==> src/sv/jkd_pkg.sv <==
// Shared types, codes, constants and slot tables of the joystick key event detector.
package jkd_pkg;

   // Field and register widths
   localparam int THR_BITS        = 12;
   localparam int HOLD_BITS       = 16;
   localparam int CSR_DATA_BITS   = 16;
   localparam int CSR_INDEX_BITS  = 2;
   localparam int KEY_CODE_BITS   = 3;
   localparam int EVENT_KIND_BITS = 2;
   localparam int KEY_COUNT       = 7;

   // Default parameter values
   localparam int DEFAULT_ADC_BITS  = 12;
   localparam int DEFAULT_TIME_BITS = 32;

   // Register reset values
   localparam logic [THR_BITS-1:0]  LOW_THRESHOLD_RESET  = 12'd1000;
   localparam logic [THR_BITS-1:0]  HIGH_THRESHOLD_RESET = 12'd3000;
   localparam logic [HOLD_BITS-1:0] LONG_PRESS_RESET     = 16'd800;

   // Event sets waiting between front and back
   localparam int QUEUE_DEPTH = 2;

   typedef enum logic [CSR_INDEX_BITS-1:0] {
      REG_LOW_THRESHOLD  = 2'd0,
      REG_HIGH_THRESHOLD = 2'd1,
      REG_LONG_PRESS_MS  = 2'd2
   } csr_index_type;

   typedef enum logic [KEY_CODE_BITS-1:0] {
      KEY_UP    = 3'd0,
      KEY_DOWN  = 3'd1,
      KEY_LEFT  = 3'd2,
      KEY_RIGHT = 3'd3,
      KEY_ENTER = 3'd4,
      KEY_SPACE = 3'd5,
      KEY_MENU  = 3'd6
   } key_code_type;

   typedef enum logic [EVENT_KIND_BITS-1:0] {
      EV_RELEASE = 2'd0,
      EV_PRESS   = 2'd1,
      EV_LONG    = 2'd2
   } event_kind_type;

   // What an event slot emits
   typedef enum logic [1:0] {
      SLOT_EDGE         = 2'd0,
      SLOT_LONG_RELEASE = 2'd1,
      SLOT_LONG         = 2'd2
   } slot_role_type;

   // Event slots in emission order: five plain keys, then edge, long release
   // and long press for space and for menu
   localparam int SLOT_COUNT       = 11;
   localparam int SLOT_INDEX_BITS  = $clog2(SLOT_COUNT);
   localparam int SLOT_SPACE_EDGE  = 5;
   localparam int SLOTS_PER_LONG   = 3;
   localparam int LONG_KEY_COUNT   = 2;

   localparam key_code_type SLOT_KEY [SLOT_COUNT] = '{
      KEY_UP, KEY_DOWN, KEY_LEFT, KEY_RIGHT, KEY_ENTER,
      KEY_SPACE, KEY_SPACE, KEY_SPACE,
      KEY_MENU, KEY_MENU, KEY_MENU
   };

   localparam slot_role_type SLOT_ROLE [SLOT_COUNT] = '{
      SLOT_EDGE, SLOT_EDGE, SLOT_EDGE, SLOT_EDGE, SLOT_EDGE,
      SLOT_EDGE, SLOT_LONG_RELEASE, SLOT_LONG,
      SLOT_EDGE, SLOT_LONG_RELEASE, SLOT_LONG
   };

   // Events caused by one poll: which slots fire, and each key's new level
   typedef struct packed {
      logic [SLOT_COUNT-1:0] mask;
      logic [KEY_COUNT-1:0]  press;
   } event_set_type;

   typedef struct packed {
      logic full;
      logic empty;
   } queue_status_type;

   typedef struct packed {
      logic busy;
   } back_status_type;

endpackage

==> src/sv/jkd_front.sv <==
// Front end: configuration registers, key classification and per-key state.
module jkd_front #(
   parameter int ADC_BITS  = jkd_pkg::DEFAULT_ADC_BITS,
   parameter int TIME_BITS = jkd_pkg::DEFAULT_TIME_BITS
) (
   input  logic                               clock,
   input  logic                               reset,
   input  logic                               csr_write_en,
   input  logic [jkd_pkg::CSR_INDEX_BITS-1:0] csr_index,
   input  logic [jkd_pkg::CSR_DATA_BITS-1:0]  csr_data,
   input  logic                               req_valid,
   output logic                               req_stall,
   input  logic [ADC_BITS-1:0]                req_x_sample,
   input  logic [ADC_BITS-1:0]                req_y_sample,
   input  logic                               req_enter_level,
   input  logic                               req_space_level,
   input  logic                               req_menu_level,
   input  logic [TIME_BITS-1:0]               req_now_ms,
   input  jkd_pkg::queue_status_type          q_status,
   output logic                               push_valid,
   output jkd_pkg::event_set_type             push_data
);
   import jkd_pkg::*;

   localparam int CMP_BITS = (ADC_BITS > THR_BITS) ? ADC_BITS : THR_BITS;

   logic [THR_BITS-1:0]  low_threshold_ff, low_threshold_in;
   logic [THR_BITS-1:0]  high_threshold_ff, high_threshold_in;
   logic [HOLD_BITS-1:0] long_press_ff, long_press_in;

   logic [KEY_COUNT-1:0] key_states_ff, key_states_in;
   logic [TIME_BITS-1:0] press_time_ff [LONG_KEY_COUNT];
   logic [TIME_BITS-1:0] press_time_in [LONG_KEY_COUNT];
   logic                 long_done_ff  [LONG_KEY_COUNT];
   logic                 long_done_in  [LONG_KEY_COUNT];

   logic [CMP_BITS-1:0]  x_ext, y_ext, low_ext, high_ext;
   logic [KEY_COUNT-1:0] now_on;
   logic [TIME_BITS-1:0] held_ms [LONG_KEY_COUNT];
   logic                 edge_seen [LONG_KEY_COUNT];
   logic                 pressed [LONG_KEY_COUNT];
   logic                 fire [LONG_KEY_COUNT];
   logic                 accept;
   event_set_type        events;

   // Take an item whenever the queue has room
   assign req_stall = q_status.full;
   assign accept    = req_valid & ~q_status.full;

   // Write configuration registers
   always_comb begin
      low_threshold_in  = low_threshold_ff;
      high_threshold_in = high_threshold_ff;
      long_press_in     = long_press_ff;
      if (csr_write_en) begin
         case (csr_index)
            REG_LOW_THRESHOLD:  low_threshold_in  = csr_data[THR_BITS-1:0];
            REG_HIGH_THRESHOLD: high_threshold_in = csr_data[THR_BITS-1:0];
            REG_LONG_PRESS_MS:  long_press_in     = csr_data[HOLD_BITS-1:0];
            default: ;
         endcase
      end
   end

   // Classify axes and buttons into key levels
   always_comb begin
      x_ext    = CMP_BITS'(req_x_sample);
      y_ext    = CMP_BITS'(req_y_sample);
      low_ext  = CMP_BITS'(low_threshold_ff);
      high_ext = CMP_BITS'(high_threshold_ff);
      now_on[KEY_UP]    = y_ext < low_ext;
      now_on[KEY_DOWN]  = y_ext > high_ext;
      now_on[KEY_LEFT]  = x_ext < low_ext;
      now_on[KEY_RIGHT] = x_ext > high_ext;
      now_on[KEY_ENTER] = ~req_enter_level;
      now_on[KEY_SPACE] = ~req_space_level;
      now_on[KEY_MENU]  = ~req_menu_level;
   end

   // Build the event set and the next key state
   always_comb begin
      events.mask   = '0;
      events.press  = now_on;
      key_states_in = now_on;
      for (int i = 0; i < int'(KEY_SPACE); i++) begin
         events.mask[i] = now_on[i] ^ key_states_ff[i];
      end
      for (int l = 0; l < LONG_KEY_COUNT; l++) begin
         edge_seen[l] = now_on[int'(KEY_SPACE) + l] ^ key_states_ff[int'(KEY_SPACE) + l];
         pressed[l]   = edge_seen[l] & now_on[int'(KEY_SPACE) + l];
         press_time_in[l] = pressed[l] ? req_now_ms : press_time_ff[l];
         held_ms[l]   = req_now_ms - press_time_in[l];
         fire[l]      = now_on[int'(KEY_SPACE) + l] & ~(long_done_ff[l] & ~pressed[l])
                        & (held_ms[l] > TIME_BITS'(long_press_ff));
         long_done_in[l] = (long_done_ff[l] & ~pressed[l]) | fire[l];
         // Release after a long press stays silent
         events.mask[SLOT_SPACE_EDGE + SLOTS_PER_LONG * l] = pressed[l]
            | (edge_seen[l] & ~now_on[int'(KEY_SPACE) + l] & ~long_done_ff[l]);
         events.mask[SLOT_SPACE_EDGE + SLOTS_PER_LONG * l + 1] = fire[l];
         events.mask[SLOT_SPACE_EDGE + SLOTS_PER_LONG * l + 2] = fire[l];
      end
   end

   // Hand polls with at least one event to the queue
   assign push_valid = accept & (|events.mask);
   assign push_data  = events;

   // Hold configuration
   always_ff @(posedge clock) begin
      if (reset) begin
         low_threshold_ff  <= LOW_THRESHOLD_RESET;
         high_threshold_ff <= HIGH_THRESHOLD_RESET;
         long_press_ff     <= LONG_PRESS_RESET;
      end else begin
         low_threshold_ff  <= low_threshold_in;
         high_threshold_ff <= high_threshold_in;
         long_press_ff     <= long_press_in;
      end
   end

   // Advance key state on each accepted item
   always_ff @(posedge clock) begin
      if (reset) begin
         key_states_ff <= '0;
         for (int l = 0; l < LONG_KEY_COUNT; l++) begin
            press_time_ff[l] <= '0;
            long_done_ff[l]  <= 1'b0;
         end
      end else if (accept) begin
         key_states_ff <= key_states_in;
         for (int l = 0; l < LONG_KEY_COUNT; l++) begin
            press_time_ff[l] <= press_time_in[l];
            long_done_ff[l]  <= long_done_in[l];
         end
      end
   end

endmodule

==> src/sv/jkd_queue.sv <==
// Short queue of event sets between the front and back ends.
module jkd_queue #(
   parameter int WIDTH = $bits(jkd_pkg::event_set_type),
   parameter int DEPTH = jkd_pkg::QUEUE_DEPTH
) (
   input  logic                      clock,
   input  logic                      reset,
   input  logic                      push,
   input  logic [WIDTH-1:0]          push_data,
   input  logic                      pop,
   output logic [WIDTH-1:0]          pop_data,
   output jkd_pkg::queue_status_type status
);
   import jkd_pkg::*;

   localparam int PTR_BITS   = (DEPTH > 1) ? $clog2(DEPTH) : 1;
   localparam int COUNT_BITS = $clog2(DEPTH + 1);

   logic [WIDTH-1:0]      entry_ff [DEPTH];
   logic [PTR_BITS-1:0]   wr_ptr_ff, wr_ptr_in;
   logic [PTR_BITS-1:0]   rd_ptr_ff, rd_ptr_in;
   logic [COUNT_BITS-1:0] count_ff, count_in;
   logic                  do_push, do_pop;

   assign status.full  = (count_ff == COUNT_BITS'(DEPTH));
   assign status.empty = (count_ff == '0);
   assign do_push      = push & ~status.full;
   assign do_pop       = pop & ~status.empty;
   assign pop_data     = entry_ff[rd_ptr_ff];

   // Advance pointers and count
   always_comb begin
      wr_ptr_in = wr_ptr_ff;
      rd_ptr_in = rd_ptr_ff;
      count_in  = count_ff;
      if (do_push) begin
         wr_ptr_in = (wr_ptr_ff == PTR_BITS'(DEPTH - 1)) ? '0 : wr_ptr_ff + 1'b1;
      end
      if (do_pop) begin
         rd_ptr_in = (rd_ptr_ff == PTR_BITS'(DEPTH - 1)) ? '0 : rd_ptr_ff + 1'b1;
      end
      if (do_push & ~do_pop) begin
         count_in = count_ff + 1'b1;
      end else if (do_pop & ~do_push) begin
         count_in = count_ff - 1'b1;
      end
   end

   always_ff @(posedge clock) begin
      if (reset) begin
         wr_ptr_ff <= '0;
         rd_ptr_ff <= '0;
         count_ff  <= '0;
      end else begin
         wr_ptr_ff <= wr_ptr_in;
         rd_ptr_ff <= rd_ptr_in;
         count_ff  <= count_in;
      end
   end

   // Store pushed entries
   always_ff @(posedge clock) begin
      if (do_push) begin
         entry_ff[wr_ptr_ff] <= push_data;
      end
   end

endmodule

==> src/sv/jkd_back.sv <==
// Back end: emit a set's events to the output register, one per cycle unless stalled.
module jkd_back (
   input  logic                                clock,
   input  logic                                reset,
   input  jkd_pkg::queue_status_type           q_status,
   input  jkd_pkg::event_set_type              q_data,
   output logic                                q_pop,
   output logic                                rsp_valid,
   input  logic                                rsp_stall,
   output logic [jkd_pkg::KEY_CODE_BITS-1:0]   rsp_key_code,
   output logic [jkd_pkg::EVENT_KIND_BITS-1:0] rsp_event_kind,
   output logic                                rsp_last_event,
   output jkd_pkg::back_status_type            status
);
   import jkd_pkg::*;

   logic [SLOT_COUNT-1:0]      cur_mask_ff, cur_mask_in;
   logic [KEY_COUNT-1:0]       cur_press_ff, cur_press_in;
   logic                       rsp_valid_ff, rsp_valid_in;
   logic [KEY_CODE_BITS-1:0]   rsp_key_ff, rsp_key_in;
   logic [EVENT_KIND_BITS-1:0] rsp_kind_ff, rsp_kind_in;
   logic                       rsp_last_ff, rsp_last_in;

   logic [SLOT_INDEX_BITS-1:0] sel;
   logic [SLOT_COUNT-1:0]      remain;
   logic                       out_free, emit;
   key_code_type               sel_key;
   event_kind_type             sel_kind;

   assign out_free    = ~rsp_valid_ff | ~rsp_stall;
   assign emit        = out_free & (|cur_mask_ff);
   assign status.busy = |cur_mask_ff;

   // Pick the lowest pending slot
   always_comb begin
      sel = '0;
      for (int i = SLOT_COUNT - 1; i >= 0; i--) begin
         if (cur_mask_ff[i]) begin
            sel = SLOT_INDEX_BITS'(i);
         end
      end
      remain  = cur_mask_ff & ~(SLOT_COUNT'(1) << sel);
      sel_key = SLOT_KEY[sel];
   end

   // Decode the event kind of the chosen slot
   always_comb begin
      case (SLOT_ROLE[sel])
         SLOT_EDGE:         sel_kind = cur_press_ff[sel_key] ? EV_PRESS : EV_RELEASE;
         SLOT_LONG_RELEASE: sel_kind = EV_RELEASE;
         SLOT_LONG:         sel_kind = EV_LONG;
         default:           sel_kind = EV_RELEASE;
      endcase
   end

   // Load the next set when idle or on the last event of the current one
   assign q_pop = ~q_status.empty & (~(|cur_mask_ff) | (emit & ~(|remain)));

   always_comb begin
      cur_mask_in  = cur_mask_ff;
      cur_press_in = cur_press_ff;
      if (q_pop) begin
         cur_mask_in  = q_data.mask;
         cur_press_in = q_data.press;
      end else if (emit) begin
         cur_mask_in = remain;
      end
   end

   // Fill or drain the output register
   always_comb begin
      rsp_valid_in = rsp_valid_ff;
      rsp_key_in   = rsp_key_ff;
      rsp_kind_in  = rsp_kind_ff;
      rsp_last_in  = rsp_last_ff;
      if (emit) begin
         rsp_valid_in = 1'b1;
         rsp_key_in   = sel_key;
         rsp_kind_in  = sel_kind;
         rsp_last_in  = ~(|remain);
      end else if (out_free) begin
         rsp_valid_in = 1'b0;
      end
   end

   always_ff @(posedge clock) begin
      if (reset) begin
         cur_mask_ff  <= '0;
         rsp_valid_ff <= 1'b0;
      end else begin
         cur_mask_ff  <= cur_mask_in;
         rsp_valid_ff <= rsp_valid_in;
      end
   end

   always_ff @(posedge clock) begin
      cur_press_ff <= cur_press_in;
      rsp_key_ff   <= rsp_key_in;
      rsp_kind_ff  <= rsp_kind_in;
      rsp_last_ff  <= rsp_last_in;
   end

   assign rsp_valid      = rsp_valid_ff;
   assign rsp_key_code   = rsp_key_ff;
   assign rsp_event_kind = rsp_kind_ff;
   assign rsp_last_event = rsp_last_ff;

endmodule

==> src/sv/joystick_key_event_detector.sv <==
// Top level of the joystick key event detector: front end, event queue and back end.
//
// Each poll item carries two axis samples, three active-low button levels and a
// millisecond timestamp. The front end takes one poll per cycle while the two-entry
// event queue has room, classifies the keys, updates key and long-press state and
// queues the set of events the poll causes (zero to nine). The back end emits those
// events one per cycle while rsp_stall is low, in key-code order, with last_event on
// the final one, through an output register. A poll with no events is accepted and
// produces nothing. The back end, at one event per cycle when not stalled, sets the
// sustained rate. Configuration registers take effect for polls accepted after the
// write.
module joystick_key_event_detector #(
   parameter int ADC_BITS  = jkd_pkg::DEFAULT_ADC_BITS,
   parameter int TIME_BITS = jkd_pkg::DEFAULT_TIME_BITS
) (
   input  logic                                clock,
   input  logic                                reset,
   input  logic                                csr_write_en,
   input  logic [jkd_pkg::CSR_INDEX_BITS-1:0]  csr_index,
   input  logic [jkd_pkg::CSR_DATA_BITS-1:0]   csr_data,
   input  logic                                req_valid,
   output logic                                req_stall,
   input  logic [ADC_BITS-1:0]                 req_x_sample,
   input  logic [ADC_BITS-1:0]                 req_y_sample,
   input  logic                                req_enter_level,
   input  logic                                req_space_level,
   input  logic                                req_menu_level,
   input  logic [TIME_BITS-1:0]                req_now_ms,
   output logic                                rsp_valid,
   input  logic                                rsp_stall,
   output logic [jkd_pkg::KEY_CODE_BITS-1:0]   rsp_key_code,
   output logic [jkd_pkg::EVENT_KIND_BITS-1:0] rsp_event_kind,
   output logic                                rsp_last_event
);
   import jkd_pkg::*;

   queue_status_type q_status;
   back_status_type  back_status;
   event_set_type    push_data, pop_data;
   logic             push_valid, q_pop;

   jkd_front #(
      .ADC_BITS  (ADC_BITS),
      .TIME_BITS (TIME_BITS)
   ) u_front (
      .clock           (clock),
      .reset           (reset),
      .csr_write_en    (csr_write_en),
      .csr_index       (csr_index),
      .csr_data        (csr_data),
      .req_valid       (req_valid),
      .req_stall       (req_stall),
      .req_x_sample    (req_x_sample),
      .req_y_sample    (req_y_sample),
      .req_enter_level (req_enter_level),
      .req_space_level (req_space_level),
      .req_menu_level  (req_menu_level),
      .req_now_ms      (req_now_ms),
      .q_status        (q_status),
      .push_valid      (push_valid),
      .push_data       (push_data)
   );

   jkd_queue #(
      .WIDTH ($bits(event_set_type)),
      .DEPTH (QUEUE_DEPTH)
   ) u_queue (
      .clock     (clock),
      .reset     (reset),
      .push      (push_valid),
      .push_data (push_data),
      .pop       (q_pop),
      .pop_data  (pop_data),
      .status    (q_status)
   );

   jkd_back u_back (
      .clock          (clock),
      .reset          (reset),
      .q_status       (q_status),
      .q_data         (pop_data),
      .q_pop          (q_pop),
      .rsp_valid      (rsp_valid),
      .rsp_stall      (rsp_stall),
      .rsp_key_code   (rsp_key_code),
      .rsp_event_kind (rsp_event_kind),
      .rsp_last_event (rsp_last_event),
      .status         (back_status)
   );

`ifndef NO_ASSERTIONS
   // Queue cannot be full and empty at once
   a_queue_flags: assert property (@(posedge clock) disable iff (reset)
      !(q_status.full && q_status.empty))
      else $error("event queue reports full and empty together");

   // A non-final event means more events of the same poll are pending
   a_more_pending: assert property (@(posedge clock) disable iff (reset)
      (rsp_valid && !rsp_last_event) |-> back_status.busy)
      else $error("non-final event shown with no events left in the back end");

   // Long presses come only from space and menu
   a_long_keys: assert property (@(posedge clock) disable iff (reset)
      (rsp_valid && rsp_event_kind == EV_LONG) |->
         (rsp_key_code == KEY_SPACE || rsp_key_code == KEY_MENU))
      else $error("long press event on a key without long-press tracking");
`endif

endmodule
==> config.mk <==
export PLATFORM = sky130hd
export DESIGN_NAME = joystick_key_event_detector
export DESIGN_NICKNAME = d
export VERILOG_FILES = /design/src/sv/jkd_pkg.sv /design/src/sv/jkd_front.sv /design/src/sv/jkd_queue.sv /design/src/sv/jkd_back.sv /design/src/sv/joystick_key_event_detector.sv
export SDC_FILE = /design/constraint.sdc
export NUM_CORES = 1
export LEC_CHECK = 0
export BUFFER_PORTS_ARGS = -buffer_cell sky130_fd_sc_hd__buf_2
export CAP_MARGIN = 30
export CELL_PAD_IN_SITES_DETAIL_PLACEMENT = 1
export CELL_PAD_IN_SITES_GLOBAL_PLACEMENT = 2
export CORE_ASPECT_RATIO = 1.75
export CORE_MARGIN = 2
export CORE_UTILIZATION = 40
export DETAILED_ROUTE_END_ITERATION = 8
export PLACE_DENSITY = 0.9
export SYNTH_ARGS = -nofsm -noshare
export SYNTH_HDL_FRONTEND = slang
export SYNTH_HIERARCHICAL = 1
export SYNTH_SLANG_ARGS = --single-unit
==> constraint.sdc <==
create_clock -name clock -period 14.7 [get_ports clock]
set_clock_uncertainty 0.2 [all_clocks]
set_input_delay 2.94 -clock clock [delete_from_list [all_inputs] [get_ports clock]]
set_output_delay 2.94 -clock clock [all_outputs]
set_load 0.005 [all_outputs]
# [Word level (Yosys, flattened, before mapping)]
# Memories as Yosys holds them, arrays and structs flattened. A register that Yosys moved wholly into a read port is not among the register bits.
# Cells that the tools add are included.
[classes] n_addsub=6 n_mul=0 div=0 n_lt_le_gt_ge=8 n_eq_ne=4 shifts=1 mux=42 bitwise_logic=58 n_reduce_logical=12
[ops] op="32-bit 2-to-1 mux" count=4
[ops] op="32-bit by 16-bit > comparator with 1-bit output" count=2
[ops] op="32-bit subtractor" count=2
[ops] op="4-bit 2-to-1 mux" count=11
[ops] op="12-bit > comparator" count=2
[ops] op="12-bit less-than comparator" count=2
[ops] op="11-bit 2-to-1 mux" count=2
[ops] op="11-bit OR reduction" count=2
[ops] op="1-bit AND" count=21
[ops] op="1-bit 2-to-1 mux" count=17
[ops] op="1-bit NOT" count=17
[ops] op="11-bit AND" count=1
[ops] op="11-bit NOT" count=1
[ops] op="1-bit by 4-bit << shifter with 11-bit output (first input constant)" count=1
[ops] op="1-bit bitwise OR" count=10
[ops] op="9-bit OR reduction" count=1
[ops] op="2-bit 2-to-1 mux" count=4
[ops] op="1-bit XOR" count=7
[ops] op="2-bit equality test (second input constant)" count=3
[ops] op="2-bit logical NOT" count=3
[ops] op="3-bit 2-to-1 mux" count=2
[ops] op="2-bit AND reduction" count=3
[ops] op="2-bit nonzero test" count=3
[ops] op="5-bit greater-or-equal comparator (second input constant)" count=1
[ops] op="8 further kinds" count=9
[word_totals] regBits=76 latch_bits=0 ram_bits=102 romBits=80 inputBits=82 word_cells=149 memories=5
[memory_table] memory="u_front.press_time_ff" depth=2 word_bits=32 read_ports=2 rd_clocked_by_memory_dff=0 write_ports=2 line_no="jkd_front.sv:32" rtl="logic [TIME_BITS-1:0] press_time_ff [LONG_KEY_COUNT];"
[memory_table] memory="(name not given)" depth=16 word_bits=3 read_ports=1 rd_clocked_by_memory_dff=0 write_ports=0 line_no="jkd_back.sv:43" rtl="sel_key = SLOT_KEY[sel];"
[memory_table] memory="u_queue.entry_ff" depth=2 word_bits=18 read_ports=1 rd_clocked_by_memory_dff=1 write_ports=1 line_no="jkd_queue.sv:19" rtl="logic [WIDTH-1:0] entry_ff [DEPTH];"
[memory_table] memory="(name not given)" depth=16 word_bits=2 read_ports=1 rd_clocked_by_memory_dff=0 write_ports=0 line_no="jkd_back.sv:48" rtl="case (SLOT_ROLE[sel])"
[memory_table] memory="u_front.long_done_ff" depth=2 word_bits=1 read_ports=2 rd_clocked_by_memory_dff=0 write_ports=2 line_no="jkd_front.sv:34" rtl="logic long_done_ff [LONG_KEY_COUNT];"

# [Logic depth before layout (Yosys ltp)]
[depth] depth_word=23 ltp_mapped=32 ltp_nobuf=31

# [By module]
# The synthesis kept the hierarchy.
[modules_own_cells] mod="jkd_front" instances=1 cells_each=1295 area_each_um2=10745.3 seq_area_each_um2=2922.8
[modules_own_cells] mod="jkd_queue" instances=1 cells_each=81 area_each_um2=1514.0 seq_area_each_um2=1181.1
[modules_own_cells] mod="jkd_back" instances=1 cells_each=151 area_each_um2=1387.6 seq_area_each_um2=630.6

# [Worst setup path after synthesis]
# No wires, ideal clock.
[synth_timing] path_kind="input -> register" from="input port req_space_level" to="memory u_queue/entry_ff[0][0] (netlist bit), enable pin" setup_time_ns=0.373 arrival_ns=8.113 required_ns=14.127 slack_ns=6.014 cell_stages=27 n_path_buf=3 cell_sequence="or2_1 buf_2 buf_1 clkbuf_1 o21ai_0 ha_1 or3_1 o41ai_1 a31oi_1 and2_1 o21ai_0 nand3_1 o21ai_0 a21oi_1 ha_1 nand4_1 or3_1 o32a_1 a2bb2oi_1 nor4_1 o2111ai_1 nor4_2 a211oi_1 o31a_1 inv_1 or3_1 inv_1"
[synth_rtl] item="from (decl)" line_no="joystick_key_event_detector.sv:26" rtl="input logic req_space_level,"
[synth_rtl] item="to (decl)" line_no="jkd_queue.sv:19"

==> key figures <==
Routing
  • Via count: ~12000
  • DR WL/cell: 20.8 µm
  • Initial DRT Pass Iterations: 4
  • Via density: 5.77
  • DRC errors left: 0
  • Final wirelength: about 43000 µm
  • Starting DRC count in detailed routing: 519
  • Antenna violation net count after detailed routing: 0

Clock tree
  • CTS Hold Bufs: 0
  • Clock Tree Buf Depth: 2
  • Worst-path clk slew: 70 ps
  • PostCTS Resize Cnt: 0
  • TritonCTS Buffers: 17
  • H-tree levels: 4
  • Post-CTS Setup Inserts: 0
  • Clk root buf: clkbuf_16
  • CTS tree: yes
  • Clock sink total: 179
  • Clk_lat worst skew: ~450 ps

Timing
  • Fmax: around 110 MHz
  • Slew Limit Fails: 0
  • Slew headroom: a little over two fifths
  • Setup violators final: 0
  • Fin crit share: 64.6%
  • Crit path time final: 9500 ps
  • Setup_tns: 0 ps
  • Hold Vio Cnt, Final: 0
  • Actual transition at the worst max-transition pin: 869 ps
  • RSZ-0062 raised after global routing: no

Pwr
  • Pwr/cell area: 142 nW/µm²
  • P_leak: 6.14 nW
  • Worst vdd ir: 0.0892 mV
  • Pwr Total: ~2.1 mW

Global routing
  • Global route overflow: 0
  • Total global-route track usage: 24.5%
  • Antenna violations before repair: 0
  • Vias in the first global route: ~13000
  • Pin count of the biggest net entering global routing: 67
  • First-pass GRT wire length: 67800 µm

Place
  • Placed insts: 2022
  • Hpwl dp: 33500 µm
  • IO Port Bufs: between 80 and 90
  • GPL Wtd Cong: between 0.9 and 1

Worst hold path
  • Min-delay worst type: reg -> reg

Synth
  • Yosys warning count: 6
  • EDFF count, synth: 115
  • Synthesized instance count: 1527
  • Cell variety after synth: 101
  • Top_reg_cell synth: edfxtp_1
  • Syn Nets: 1741
  • Sequential fraction of the synthesis area: 34.7%
  • Post-Synthesis Cell Area: 13600 µm²
  • Synthesis-stage register bit count: roughly 180
  • Syn avg cell area: 8.94 µm²
  • Async SR Flop Fraction: 0%

Outcome
  • Status: finished clean

Finish
  • # fillers: 3985
  • Commonest non-fill, non-tap cell in the layout: nor2_1
  • Footprint of the multi-input gates: around 8300 µm²
  • Net count, final: 1801
  • Non-Filler Instances: 2055
  • FF/Latch Area: 4730 µm²
  • Synthesis-to-layout area growth: 10.5%
  • ANT cells: 0
  • Commonest non-fill, non-tap cells in the layout: nor2_1, nand2_1, a21oi_1
  • Proportion of layout cells with a drive suffix above 1: about 12%

Critical path
  • Most used cell, CP: a21oi_1
  • Slowest cell on the critical path: a21boi_0
  • CP max stage delay: between 600 and 700 ps
  • Data required time at the worst endpoint: 14570 ps
  • Crit. End Element: register
  • Critical path class: in -> reg
  • CP Buf/Inv Count: 4
  • CP Max Fanout: 18
  • Kind of cell adding the most delay to the critical path: compound AO/OA/AOI/OAI gates
  • CP Launch Type: input port
  • Worst EP arrival: 9370 ps

Floorplanning
  • Starting density of the core: 40.6%
  • Core footprint: 33600 µm²
  • Cell Rows: 89
  • Ports: 90
  • Die Wd: about 140 µm
  • Die area: between 30000 and 40000 µm²
  • Die height: roughly 250 µm

Job
  • Max-cap violation count: 0
## stage by stage
stage               utilization, %  worst slack [ps]  instance area (µm²)  hold WS (ps)
floorplan                        -              6010                13600           236
detailed placement            43.0              4860                14500           248
CTS                           44.7              5330                15000           259
global placement              43.0              5280                14500           244
global route                  44.8              4780                15100           275
finish                        44.8              5200                15100           256
## cell families after synthesis
kind of cell / Yosys count / synth area share, %
compound gates: 434 / 21.6
xor+xnor: 52 / 3.34
fa+ha+maj: 140 / 12.8
buf+inv: 143 / 4.35
flops: 179 / 34.7
mux: 74 / 5.60
simple gates: 505 / 17.7
## layer usage
layer | global-route usage [%] | part of all wire, %
met4 | 13.2 | 4.9
met2 | 47.4 | 56
met1 | 25.2 | 37
met3 | 2.54 | 2.1
met5 | 0 | 0
## report_power, final
group | switching [mW] | internal [mW]
clock | 0.228 | 0.227
combinational | 0.617 | 0.365
sequential | 0.0528 | 0.652
## final cells by class
| class | instances | area share (%) |
|---|---|---|
| Clock buffer | 19 | 2.87 |
| Multi-Input combinational cell | 1205 | 55.3 |
| Clock inverter | 13 | 0.938 |
| Inverter | 86 | 2.14 |
| Timing Repair Buffer | 98 | 3.54 |
| Sequential cell | 179 | 31.4 |
| Tap cell | 455 | 3.78 |
## worst min-delay path: cells and delay by family (launching register included)
family             cells  cell delay [ps]
and+or+nand+nor        1               50
DFF                    1              310
AOI/OAI and AO/OA      1               50
## Yosys cell counts, types with 5 or more instances
cell | count | area, µm²
a221oi_1 | 6 | 52.6
a21o_1 | 35 | 263
or3_1 | 9 | 56.3
mux2_2 | 19 | 214
nand3_1 | 19 | 95.1
and3_1 | 6 | 37.5
or2_2 | 7 | 43.8
maj3_1 | 5 | 50.1
buf_4 | 5 | 37.5
a2111oi_0 | 6 | 52.6
a211oi_1 | 14 | 105
xnor2_1 | 27 | 236
or4_1 | 5 | 37.5
nand2b_1 | 22 | 138
edfxtp_1 | 115 | 3450
ha_1 | 131 | 1640
o311ai_0 | 5 | 43.8
o22ai_1 | 7 | 43.8
o21ai_0 | 66 | 330
nor3_1 | 21 | 105
dfxtp_1 | 64 | 1280
o21a_1 | 21 | 158
nand2_1 | 149 | 559
a21boi_0 | 9 | 67.6
clkbuf_1 | 28 | 105
a21oi_1 | 132 | 661
a31oi_1 | 8 | 50.1
o211ai_1 | 23 | 173
and2_1 | 9 | 56.3
nor2b_1 | 29 | 181
o31ai_1 | 8 | 60.1
buf_1 | 9 | 33.8
nand4_1 | 22 | 138
o21ai_1 | 12 | 60.1
nor4_1 | 8 | 50.1
buf_2 | 12 | 60.1
a211o_1 | 21 | 184
inv_1 | 85 | 319
nor2_1 | 167 | 627
mux2i_1 | 55 | 551
xor2_1 | 25 | 219
## worst paths after layout
check,end,cells past startpoint,start,slack [ps]
setup / recovery,u_queue/entry_ff[0][0],27,req_menu_level,5200
hold reg to reg,u_front/high_ext[1],2,u_front/high_ext[1],260
setup reg to reg,u_queue/entry_ff[0][0],26,u_front/key_states_ff[6],7450
hold / removal,u_front/high_ext[1],2,u_front/high_ext[1],260
## state kept, by name (all words and copies together) (netlist names), named ones only
signal and cells:
u_queue/wr_ptr_ff 1, u_queue/count_ff 2, u_front/low_ext 12, u_queue/rd_ptr_ff 1, u_back/cur_press_ff 7, u_front/long_press_ff 16
u_front/high_ext 12, u_front/long_done_ff 2, u_back/rsp_key_code 3, u_back/rsp_last_event 1, u_back/rsp_valid 1, u_front/press_time_ff 64
u_back/rsp_event_kind 2, u_back/cur_mask_ff 11, u_front/key_states_ff 7, u_queue/entry_ff 36
Power figures use the tool's default switching activity.
